`src/design/lss_pkg.sv`:
```
// Shared types, sizes and codes for the LIFO stack with search.
package lss_pkg;

    localparam int DEPTH = 64;
    localparam int PTR_W = $clog2(DEPTH);
    localparam int CNT_W = $clog2(DEPTH + 1);
    localparam int KEY_W = 32;
    localparam int OUT_CNT_W = 7;

    typedef enum logic [1:0] {
        CMD_PUSH   = 2'd0,
        CMD_POP    = 2'd1,
        CMD_SEARCH = 2'd2,
        CMD_CLEAR  = 2'd3
    } t_cmd;

    typedef enum logic [1:0] {
        ST_OK        = 2'd0,
        ST_POP_EMPTY = 2'd1,
        ST_PUSH_FULL = 2'd2
    } t_status;

    typedef enum logic [1:0] {
        S_IDLE,
        S_SCAN,
        S_DONE
    } t_state;

    // Request from the sequencer to the entry memory.
    typedef struct packed {
        logic             we;
        logic [PTR_W-1:0] waddr;
        logic [KEY_W-1:0] wdata;
        logic             re;
        logic [PTR_W-1:0] raddr;
    } t_mem_req;

    // Finished result offered by the sequencer.
    typedef struct packed {
        logic                    valid;
        t_status                 status;
        logic                    found;
        logic [OUT_CNT_W-1:0]    position;
        logic                    is_empty;
        logic [OUT_CNT_W-1:0]    entry_count;
        logic signed [KEY_W-1:0] bottom_value;
    } t_result;

endpackage

```
`src/design/lss_mem.sv`:
```
// Entry memory: one write port and one registered read port.
module lss_mem (
    input  logic                                i_clk,
    input  lss_pkg::t_mem_req                   i_req,
    output logic [lss_pkg::KEY_W-1:0]           o_rdata
);

    logic [lss_pkg::KEY_W-1:0] r_mem [lss_pkg::DEPTH];
    logic [lss_pkg::KEY_W-1:0] r_rdata;

    always_ff @(posedge i_clk) begin
        if (i_req.we) begin
            r_mem[i_req.waddr] <= i_req.wdata;
        end
        if (i_req.re) begin
            r_rdata <= r_mem[i_req.raddr];
        end
    end

    assign o_rdata = r_rdata;

endmodule

```
`src/design/lss_seq.sv`:
```
// Command sequencer: entry count, bottom entry and the one-compare-per-cycle search scan.
module lss_seq (
    input  logic                          i_clk,
    input  logic                          i_rst_n,
    input  logic                          i_valid,
    output logic                          o_ready,
    input  logic [1:0]                    i_command,
    input  logic [lss_pkg::KEY_W-1:0]     i_value,
    output lss_pkg::t_mem_req             o_mem_req,
    input  logic [lss_pkg::KEY_W-1:0]     i_rdata,
    output lss_pkg::t_result              o_result,
    input  logic                          i_ack
);

    lss_pkg::t_state           r_state, n_state;
    logic [lss_pkg::CNT_W-1:0] r_count, n_count;
    logic [lss_pkg::KEY_W-1:0] r_bottom, n_bottom;
    logic [lss_pkg::KEY_W-1:0] r_key, n_key;
    logic [lss_pkg::PTR_W-1:0] r_idx, n_idx;
    logic [lss_pkg::CNT_W-1:0] r_left, n_left;
    logic [lss_pkg::CNT_W-1:0] r_pos, n_pos;
    logic                      r_pend, n_pend;
    logic                      r_found, n_found;
    lss_pkg::t_status          r_status, n_status;

    always_ff @(posedge i_clk) begin
        if (!i_rst_n) begin
            r_state <= lss_pkg::S_IDLE;
            r_count <= '0;
            r_pend  <= 1'b0;
        end else begin
            r_state <= n_state;
            r_count <= n_count;
            r_pend  <= n_pend;
        end
        r_bottom <= n_bottom;
        r_key    <= n_key;
        r_idx    <= n_idx;
        r_left   <= n_left;
        r_pos    <= n_pos;
        r_found  <= n_found;
        r_status <= n_status;
    end

    always_comb begin
        n_state   = r_state;
        n_count   = r_count;
        n_bottom  = r_bottom;
        n_key     = r_key;
        n_idx     = r_idx;
        n_left    = r_left;
        n_pos     = r_pos;
        n_pend    = 1'b0;
        n_found   = r_found;
        n_status  = r_status;
        o_ready   = 1'b0;
        o_mem_req = '0;

        case (r_state)
            lss_pkg::S_IDLE: begin
                o_ready = 1'b1;
                if (i_valid) begin
                    n_status = lss_pkg::ST_OK;
                    n_found  = 1'b0;
                    n_pos    = '0;
                    n_state  = lss_pkg::S_DONE;
                    case (lss_pkg::t_cmd'(i_command))
                        lss_pkg::CMD_PUSH: begin
                            if (r_count == lss_pkg::CNT_W'(lss_pkg::DEPTH)) begin
                                n_status = lss_pkg::ST_PUSH_FULL;
                            end else begin
                                o_mem_req.we    = 1'b1;
                                o_mem_req.waddr = r_count[lss_pkg::PTR_W-1:0];
                                o_mem_req.wdata = i_value;
                                n_count         = r_count + 1'b1;
                                if (r_count == '0) begin
                                    n_bottom = i_value;
                                end
                            end
                        end
                        lss_pkg::CMD_POP: begin
                            if (r_count == '0) begin
                                n_status = lss_pkg::ST_POP_EMPTY;
                            end else begin
                                n_count = r_count - 1'b1;
                            end
                        end
                        lss_pkg::CMD_SEARCH: begin
                            n_key = i_value;
                            if (r_count != '0) begin
                                n_idx   = lss_pkg::PTR_W'(r_count - 1'b1);
                                n_left  = r_count;
                                n_state = lss_pkg::S_SCAN;
                            end
                        end
                        lss_pkg::CMD_CLEAR: begin
                            n_count = '0;
                        end
                        default: begin
                            n_count = '0;
                        end
                    endcase
                end
            end

            lss_pkg::S_SCAN: begin
                // Issue reads top-down; each read is compared in the next cycle.
                if (r_left != '0) begin
                    o_mem_req.re    = 1'b1;
                    o_mem_req.raddr = r_idx;
                    n_idx           = r_idx - 1'b1;
                    n_left          = r_left - 1'b1;
                    n_pend          = 1'b1;
                end
                if (r_pend) begin
                    n_pos = r_pos + 1'b1;
                    if (i_rdata == r_key) begin
                        n_found = 1'b1;
                        n_pend  = 1'b0;
                        n_state = lss_pkg::S_DONE;
                    end else if (r_left == '0) begin
                        n_state = lss_pkg::S_DONE;
                    end
                end
            end

            lss_pkg::S_DONE: begin
                if (i_ack) begin
                    n_state = lss_pkg::S_IDLE;
                end
            end

            default: begin
                n_state = lss_pkg::S_IDLE;
            end
        endcase
    end

    always_comb begin
        o_result.valid        = (r_state == lss_pkg::S_DONE);
        o_result.status       = r_status;
        o_result.found        = r_found;
        o_result.position     = r_found ? lss_pkg::OUT_CNT_W'(r_pos) : '0;
        o_result.is_empty     = (r_count == '0);
        o_result.entry_count  = lss_pkg::OUT_CNT_W'(r_count);
        o_result.bottom_value = (r_count == '0) ? '0 : $signed(r_bottom);
    end

endmodule

```
`src/design/lifo_stack_with_search.sv`:
```
// Top level of the LIFO stack with search: sequencer, entry memory and output register.
//
// The input channel (i_valid / o_ready) carries a command and a signed 32-bit value:
// push, pop, search or clear. Each input transfer yields exactly one result transfer
// on the output channel (o_valid / i_ready) with the status, search hit and position,
// and the empty flag, entry count and bottom entry as they stand after the command.
// The block works on one command at a time and holds o_ready low until the result
// has moved into the output register.
// Push, pop and clear go from the sequencer's done state into the output register,
// and the sequencer then returns to idle to take the next command.
// A search reads one stored entry per cycle from the top through the single read
// port of the entry memory and stops early at the first (newest) match, or after
// the bottom entry on a miss; a search of an empty stack skips the scan and goes
// straight to the result.
// When the receiver stalls, the finished result waits in the output register; the
// next command is still taken and worked on, and its result is held in the
// sequencer until the output register frees up.
// Synchronous reset empties the stack at once; stored entries need no clearing pass,
// since only entries below the count are ever read.
module lifo_stack_with_search (
    input  logic               i_clk,
    input  logic               i_rst_n,
    input  logic               i_valid,
    output logic               o_ready,
    input  logic [1:0]         i_command,
    input  logic signed [31:0] i_value,
    output logic               o_valid,
    input  logic               i_ready,
    output logic [1:0]         o_status,
    output logic               o_found,
    output logic [6:0]         o_position,
    output logic               o_is_empty,
    output logic [6:0]         o_entry_count,
    output logic signed [31:0] o_bottom_value
);

    lss_pkg::t_mem_req         mem_req;
    logic [lss_pkg::KEY_W-1:0] mem_rdata;
    lss_pkg::t_result          result;
    logic                      take;

    logic                      r_out_valid;
    lss_pkg::t_result          r_out;

    lss_seq u_seq (
        .i_clk     (i_clk),
        .i_rst_n   (i_rst_n),
        .i_valid   (i_valid),
        .o_ready   (o_ready),
        .i_command (i_command),
        .i_value   (i_value),
        .o_mem_req (mem_req),
        .i_rdata   (mem_rdata),
        .o_result  (result),
        .i_ack     (take)
    );

    lss_mem u_mem (
        .i_clk   (i_clk),
        .i_req   (mem_req),
        .o_rdata (mem_rdata)
    );

    // A finished result moves into the output register when it is empty or being drained.
    assign take = result.valid && (!r_out_valid || i_ready);

    always_ff @(posedge i_clk) begin
        if (!i_rst_n) begin
            r_out_valid <= 1'b0;
        end else if (take) begin
            r_out_valid <= 1'b1;
        end else if (i_ready) begin
            r_out_valid <= 1'b0;
        end
        if (take) begin
            r_out <= result;
        end
    end

    assign o_valid        = r_out_valid;
    assign o_status       = r_out.status;
    assign o_found        = r_out.found;
    assign o_position     = r_out.position;
    assign o_is_empty     = r_out.is_empty;
    assign o_entry_count  = r_out.entry_count;
    assign o_bottom_value = r_out.bottom_value;

endmodule

```
`config.mk`:
```
export PLATFORM = sky130hd
export DESIGN_NAME = lifo_stack_with_search
export DESIGN_NICKNAME = d
export VERILOG_FILES = /design/src/design/lss_pkg.sv /design/src/design/lss_mem.sv /design/src/design/lss_seq.sv /design/src/design/lifo_stack_with_search.sv
export SDC_FILE = /design/constraint.sdc
export NUM_CORES = 2
export LEC_CHECK = 0
export BUFFER_PORTS_ARGS = -buffer_cell sky130_fd_sc_hd__buf_4
export CELL_PAD_IN_SITES_DETAIL_PLACEMENT = 1
export CELL_PAD_IN_SITES_GLOBAL_PLACEMENT = 1
export CORE_MARGIN = 5
export CORE_UTILIZATION = 50
export DETAILED_ROUTE_END_ITERATION = 8
export GPL_ROUTABILITY_DRIVEN = 0
export HOLD_SLACK_MARGIN = 0.08
export PLACE_DENSITY_LB_ADDON = 0.1
export SYNTH_ARGS = -nofsm -noshare
export SYNTH_HDL_FRONTEND = slang
export SYNTH_SLANG_ARGS = --single-unit
export TNS_END_PERCENT = 20
```
`constraint.sdc`:
```
create_clock -name i_clk -period 8.5 [get_ports i_clk]
set_input_delay 0 -clock i_clk [delete_from_list [all_inputs] [get_ports i_clk]]
set_output_delay 0 -clock i_clk [all_outputs]
set_load 0.02 [all_outputs]
```
After elaboration in Yosys (flattened, before gate mapping)

Memories as Yosys holds them, arrays and structs flattened. A register that Yosys moved wholly into a read port is not among the register bits.
Cells that the tools add are included.
W data, S select, Z words.

Add/sub/neg operators: 5
Equal/unequal tests: 17
Mux-type cells: 45
Bitwise logic cells: 1
Reductions and logical operators: 21

Operators by type and width:

| cell                  | number |
|---|---|
| $mux W39              | 4 |
| $mux W7               | 10 |
| $eq A32 B32 Y1        | 1 |
| $pmux W7 S2           | 2 |
| $mux W6               | 4 |
| $pmux W7 S3           | 1 |
| $mux W2               | 8 |
| $reduce_and A5 Y1     | 3 |
| $add A7 B1 Y7 const B | 2 |
| $logic_not A7 Y1      | 2 |
| $reduce_bool A7 Y1    | 2 |
| $sub A7 B1 Y7 const B | 2 |
| $mux W1               | 12 |
| $pmux W6 S2           | 1 |
| $ne A2 B1 Y1 const B  | 5 |
| $ne A2 B2 Y1 const B  | 4 |
| $reduce_and A4 Y1     | 2 |
| $eq A7 B7 Y1 const B  | 1 |
| $eq A2 B2 Y1 const B  | 3 |
| $pmux W2 S3           | 1 |
| $reduce_and A3 Y1     | 2 |
| $sub A6 B1 Y6 const B | 1 |
| $eq A2 B1 Y1 const B  | 2 |
| $logic_not A2 Y1      | 2 |
| 10 further kinds      | 12 |

Register bits after elaboration: 148
Memory bits (writable): 2048
Input bits: 38
Output and inout bits: 52
Word-level logic and storage cells: 107
Memories kept: 1

Memories:

| name        | words | width | read ports | clocked after Yosys merged registers in | write ports | line         | source |
|---|---|---|---|---|---|---|---|
| u_mem.r_mem | 64    | 32    | 1          | 1                                       | 1           | lss_mem.sv:8 | `logic [lss_pkg::KEY_W-1:0] r_mem [lss_pkg::DEPTH];` |

Logic depth before layout (Yosys ltp)

Depth in word-level cells: 7
Gate-level depth with buffers: 14

Modules after synthesis

Synthesis repeated with hierarchy kept, for this count alone.

Cell total of the unflattened synthesis: 3796
Area, all modules: 85248.0 µm²

Modules (own cells, without submodules):

| module                 | instances | cells an instance | area an instance (µm²) | seq. area each (µm²) |
|---|---|---|---|---|
| lss_mem                | 1         | 3324              | 78835.6                | 62459.9 |
| lss_seq                | 1         | 418               | 4863.4                 | 2812.7 |
| lifo_stack_with_search | 1         | 54                | 1549.0                 | 1521.5 |

Worst setup path before layout

OpenSTA, ideal clock, no wires.

Kind: reg2reg
Start point: reg u_seq.r_state[1]
End point: reg u_seq.r_idx[0] in the netlist's numbering, enable pin
Data arrival time: 4099 ps
Path slack: 4011 ps
Stages on the path, launching flop included: 6
Buffers on the path: 1
Clock period less this slack: 4489 ps
Cells stage by stage: dfxtp_1 buf_2 nor2_1 nand2_1 nor3_1 a2bb2oi_1

Cells in the longest elaborated chain, start to end: 3
Elaborated cells on any way between the ends: 8
Classes of those cells: eq/ne (5); reduce/logical (3)

RTL lines:

| element                                                     | line          | source |
|---|---|---|
| start, declared                                             | lss_seq.sv:15 | `lss_pkg::t_state r_state, n_state;` |
| start signal, assigned                                      | lss_seq.sv:28 | `r_state <= lss_pkg::S_IDLE;` |
| start signal, assigned                                      | lss_seq.sv:32 | `r_state <= n_state;` |
| $eq A2 B1 Y1 or $logic_not A2 Y1 (tied branches)            | lss_seq.sv:59 | `case (r_state)` |
| $ne A2 B1 Y1 (no source line), or another cell as far along | n/a           |  |
| $reduce_and A5 Y1 (no source line) *                        | n/a           |  |
| end signal, assigned                                        | lss_seq.sv:38 | `r_idx <= n_idx;` |
| end, declared                                               | lss_seq.sv:19 | `logic [lss_pkg::PTR_W-1:0] r_idx, n_idx;` |

Mark *: on every way between the ends. The rest lies on a longest branch, timed or not.
A chain may end at the register's enable or synchronous reset.

Worst setup path in the final report

Start point: reg u_seq.r_left[0] in the netlist's numbering
End point: reg u_mem.r_rdata, in the netlist u_mem.o_rdata[1] (read register of u_mem.r_mem) (data pin)

Cells in the longest elaborated chain, start to end: 3

RTL lines:

| element                | line           | source |
|---|---|---|
| start, declared        | lss_seq.sv:20  | `logic [lss_pkg::CNT_W-1:0] r_left, n_left;` |
| start signal, assigned | lss_seq.sv:39  | `r_left <= n_left;` |
| $reduce_bool A7 Y1     | lss_seq.sv:108 | `if (r_left != '0) begin` |
| $mux W7                | lss_seq.sv:108 |  |
| $mux W7                | lss_seq.sv:59  |  |
| end, declared          | lss_mem.sv:9   | `logic [lss_pkg::KEY_W-1:0] r_rdata;` |

Every way passes these cells.

==> reports/qor.csv <==
stage,metric,value,unit
setup_path,Worst EP required,9.05,ns
hold_path,sink of the worst hold path,u_seq.r_status[1]$_DFFE_PP_,
sta,min Tclk post-route,5.37,ns
synthesis,"count leader, synth",edfxtp_1,
clock_network,Num Clock Sinks,2228,
setup_path,Worst Path Arrival,5.93,ns
global_route,antenna violations before repair,18,
route,Detail Route Antenna Nets,0,
setup_path,WP buf/inv,4,
sta,Final Max Slew Viols,0,
status,run status,completed,
synthesis,synth top area cells,"edfxtp_1, a21oi_1, mux4_2",
layout,Filler cells,15800,
route,final WL,302,mm
placement,placed insts,7758,
hold_path,HP Class,in -> reg,
floorplanning,starting density of the core,50.3,%
sta,worst hold slack,0.185,ns
clock_network,H-tree depth,4,
setup_path,Crit Path Max Fanout,111,
sta,clk_skew,0.0413,ns
sta,fin crit share,63.2,%
synthesis,Post-synth top cells,"edfxtp_1, a21oi_1, nand2_1",
sta,Final Hold Fails,0,
setup_path,crit end category,register,
setup_path,"CP delay by family, top",compound AO/OA/AOI/OAI gates,
synthesis,sequential area share after synthesis,76.2,%
floorplanning,# IOs,90,
placement,post-DP HPWL,167,mm
clock_network,Clock Root Buffer,clkbuf_16,
flow_run,Max-cap violations,0,
synthesis,Ys Warns,0,
route,Via density,6.77,
global_route,first-pass GRT wire length,426,mm
clock_network,Worst-path clk slew,0.07,ns
sta,unrepaired setup endpoints after global routing,no,
layout,final net count,5776,
sta,setup violators final,0,
route,post-route DRC violation count,0,
hold_path,WHS Path Cells,3,
synthesis,Gate Count Post-Synth,5545,
synthesis,prevailing post-synth register cell,edfxtp_1,
global_route,GRT Total Usage,32.2,%
synthesis,syn_area_per_cell,15.8,um2
layout,area delta synth->final,13.8,%
floorplanning,Die Width,429,um
hold_path,Hold Crit Start,i_command[0],
synthesis,Cell variety after synth,78,
route,DR iter-0 viols,7585,
clock_network,post_cts resized,0,
pwr,Pwr Density,233,nW/um2
floorplanning,Die Area,184000,um2
sta,fmax,0.186,GHz
floorplanning,FP Rows,153,
clock_network,total CTS buffers,223,
global_route,total gr overflow,0,
synthesis,Mapped Nets,5589,
setup_path,CP cell instances,inv_1 -> ha_1 -> or3b_1 -> o21ai_4 -> buf_4 -> buf_12 -> nor2_4 -> buf_4 -> o211ai_1 -> o211ai_1 -> nand4_1,
route,DRT Pass-1 Iters,6,
global_route,vias in the first global route,56200,
setup_path,CP max stage delay,1.06,ns
pwr,Leakage,32.3,nW
synthesis,number of synthesized flops with an enable pin,2217,
sta,worst slew pin tran,1.36,ns
clock_network,CTS tree,yes,
setup_path,worst r2r src,u_seq.r_left[0]$_DFFE_PP_,
placement,Placement Setup Slack,3.28,ns
synthesis,Yosys top cell by area,edfxtp_1,
global_route,largest net degree at the start of global routing,123,
sta,slew margin rel.,8.91,%
floorplanning,Die Ht,429,um
synthesis,Post-Syn Area,87700,um2
layout,Non-Filler Instances,8241,
layout,fraction of layout cells with a size suffix above 1,14.8,%
setup_path,Startpoint Class,register,
sta,fin worst setup slack,3.13,ns
floorplanning,total core area,174000,um2
setup_path,Reg2Reg Depth,11,
route,WL/cell,36.6,um
clock_network,Clock Path Buffers,3,
route,Via Count,55800,
synthesis,ys async rst share,0,%
clock_network,hold-fix buffers at CTS,74,
setup_path,WS Path Type,reg -> reg,
clock_network,latest clock arrival within the worst-skew pair,0.87,ns
placement,I/O Buffers,89,
setup_path,r2r setup slk,3.13,ns
setup_path,RR Endpoint,u_mem.o_rdata[1]$_DFFE_PN_,
pwr,Max rail drop VDD,0.188,mV
synthesis,#FFs+latches synth,2228,
setup_path,"slowest stage cell, crit path",o211ai_1,
clock_network,Post-CTS Setup Inserts,0,
sta,Setup TNS,0,ns
synthesis,Synth top area share,76.0,%
==> cell type report <==
cell class	count	area [um2]	area share, %
antenna	3	7.51	0.00753
clock buffer	269	5860	5.88
clock inverter	137	1190	1.19
inverter	16	76.3	0.0765
multi-input combinational	2892	19800	19.8
sequential	2228	66800	67.0
tap	2325	2910	2.92
timing repair buffer	371	3100	3.10
==> worst max-delay path by stage <==
stage	startpoint	end	slack [ns]	depth (start not counted)
floorplan	u_seq.r_state[1]$_SDFFE_PN0P_	u_seq.r_idx[0]$_DFFE_PP_	4.01	5
global placement	u_seq.r_left[0]$_DFFE_PP_	u_mem.o_rdata[1]$_DFFE_PN_	3.36	11
detailed placement	u_seq.r_left[0]$_DFFE_PP_	u_mem.o_rdata[1]$_DFFE_PN_	3.28	11
CTS	u_seq.r_left[0]$_DFFE_PP_	u_mem.o_rdata[1]$_DFFE_PN_	3.23	11
global route	u_seq.r_left[0]$_DFFE_PP_	u_mem.o_rdata[6]$_DFFE_PN_	2.96	11
finish	u_seq.r_left[0]$_DFFE_PP_	u_mem.o_rdata[1]$_DFFE_PN_	3.13	11
==> state kept, by name, indices dropped and copies added, names as in the netlist, 2 cells and up <==
| register | flops |
|---|---|
| u_mem.r_mem | 2048 |
| o_bottom_value | 32 |
| u_mem.o_rdata | 32 |
| u_seq.r_bottom | 32 |
| u_seq.r_key | 32 |
| o_entry_count | 7 |
| o_position | 7 |
| u_seq.r_count | 7 |
| u_seq.r_left | 7 |
| u_seq.r_pos | 7 |
| u_seq.r_idx | 6 |
| o_status | 2 |
| u_seq.r_state | 2 |
| u_seq.r_status | 2 |
==> logic make-up after synthesis <==
family                     Yosys count  share of synthesized area, %
and+or+nand+nor                   1012                          5.30
DFF                               2228                          76.2
AOI/OAI and AO/OA                 1555                          11.6
muxes                              271                          4.31
xor gates and xnor gates            48                         0.480
buffers and inverters              425                          2.06
adders and majority gates            6                        0.0856
==> report_power, final <==
group / switching (mW) / total, mW / internal, mW / leakage (nW)
clock network: 4.18 / 9.68 / 5.50 / 3.46
logic: 1.00 / 1.39 / 0.387 / 8.17
registers: 0.0551 / 12.2 / 12.1 / 20.6
total: 5.24 / 23.3 / 18.0 / 32.3
==> per-stage QoR <==
stage	cell area [um2]	util, %	total power, mW
after CTS	99700	57.2	23.3
final	99700	57.2	23.3
after floorplan	87700	-	13.1
after detailed placement	91900	52.8	13.7
after global placement	91900	52.8	13.7
after global routing	99700	57.2	23.9
==> cell usage in the layout, fill, tap and decap left out, types with 49 or more instances in the layout <==
cell,n
a221oi_1,94
dlygate4sd3_1,74
mux4_2,80
nor2_1,227
o211ai_1,68
nor2_4,67
and2_1,63
buf_4,287
nand3_1,71
mux2i_1,137
a211oi_1,85
nand2_1,348
clkbuf_16,228
edfxtp_1,2217
nand4_1,49
mux2_2,54
a21oi_1,471
o221ai_1,116
o21ai_0,266
clkinv_1,62
o22ai_1,143
==> worst register-to-register path: stages (launching register included) <==
cell and delay, ns:
edfxtp_1 0.37, inv_1 0.07, ha_1 0.23, or3b_1 0.67, o21ai_4 0.18, buf_4 0.32
buf_12 0.33, nor2_4 0.44, buf_4 0.59, o211ai_1 0.60, o211ai_1 1.07, nand4_1 0.20
==> per-layer routing <==
metal,global-route usage (%),part of all wire (%),vias to the layer above,wire [um]
met1,44.8,40,29400,119000
met3,8.45,11,597,32800
met4,13.4,4.7,6,14100
li1,-,-,22500,-
met5,0,0.016,-,48
met2,48.6,45,3252,135000
(Power assumes the default switching activity.)
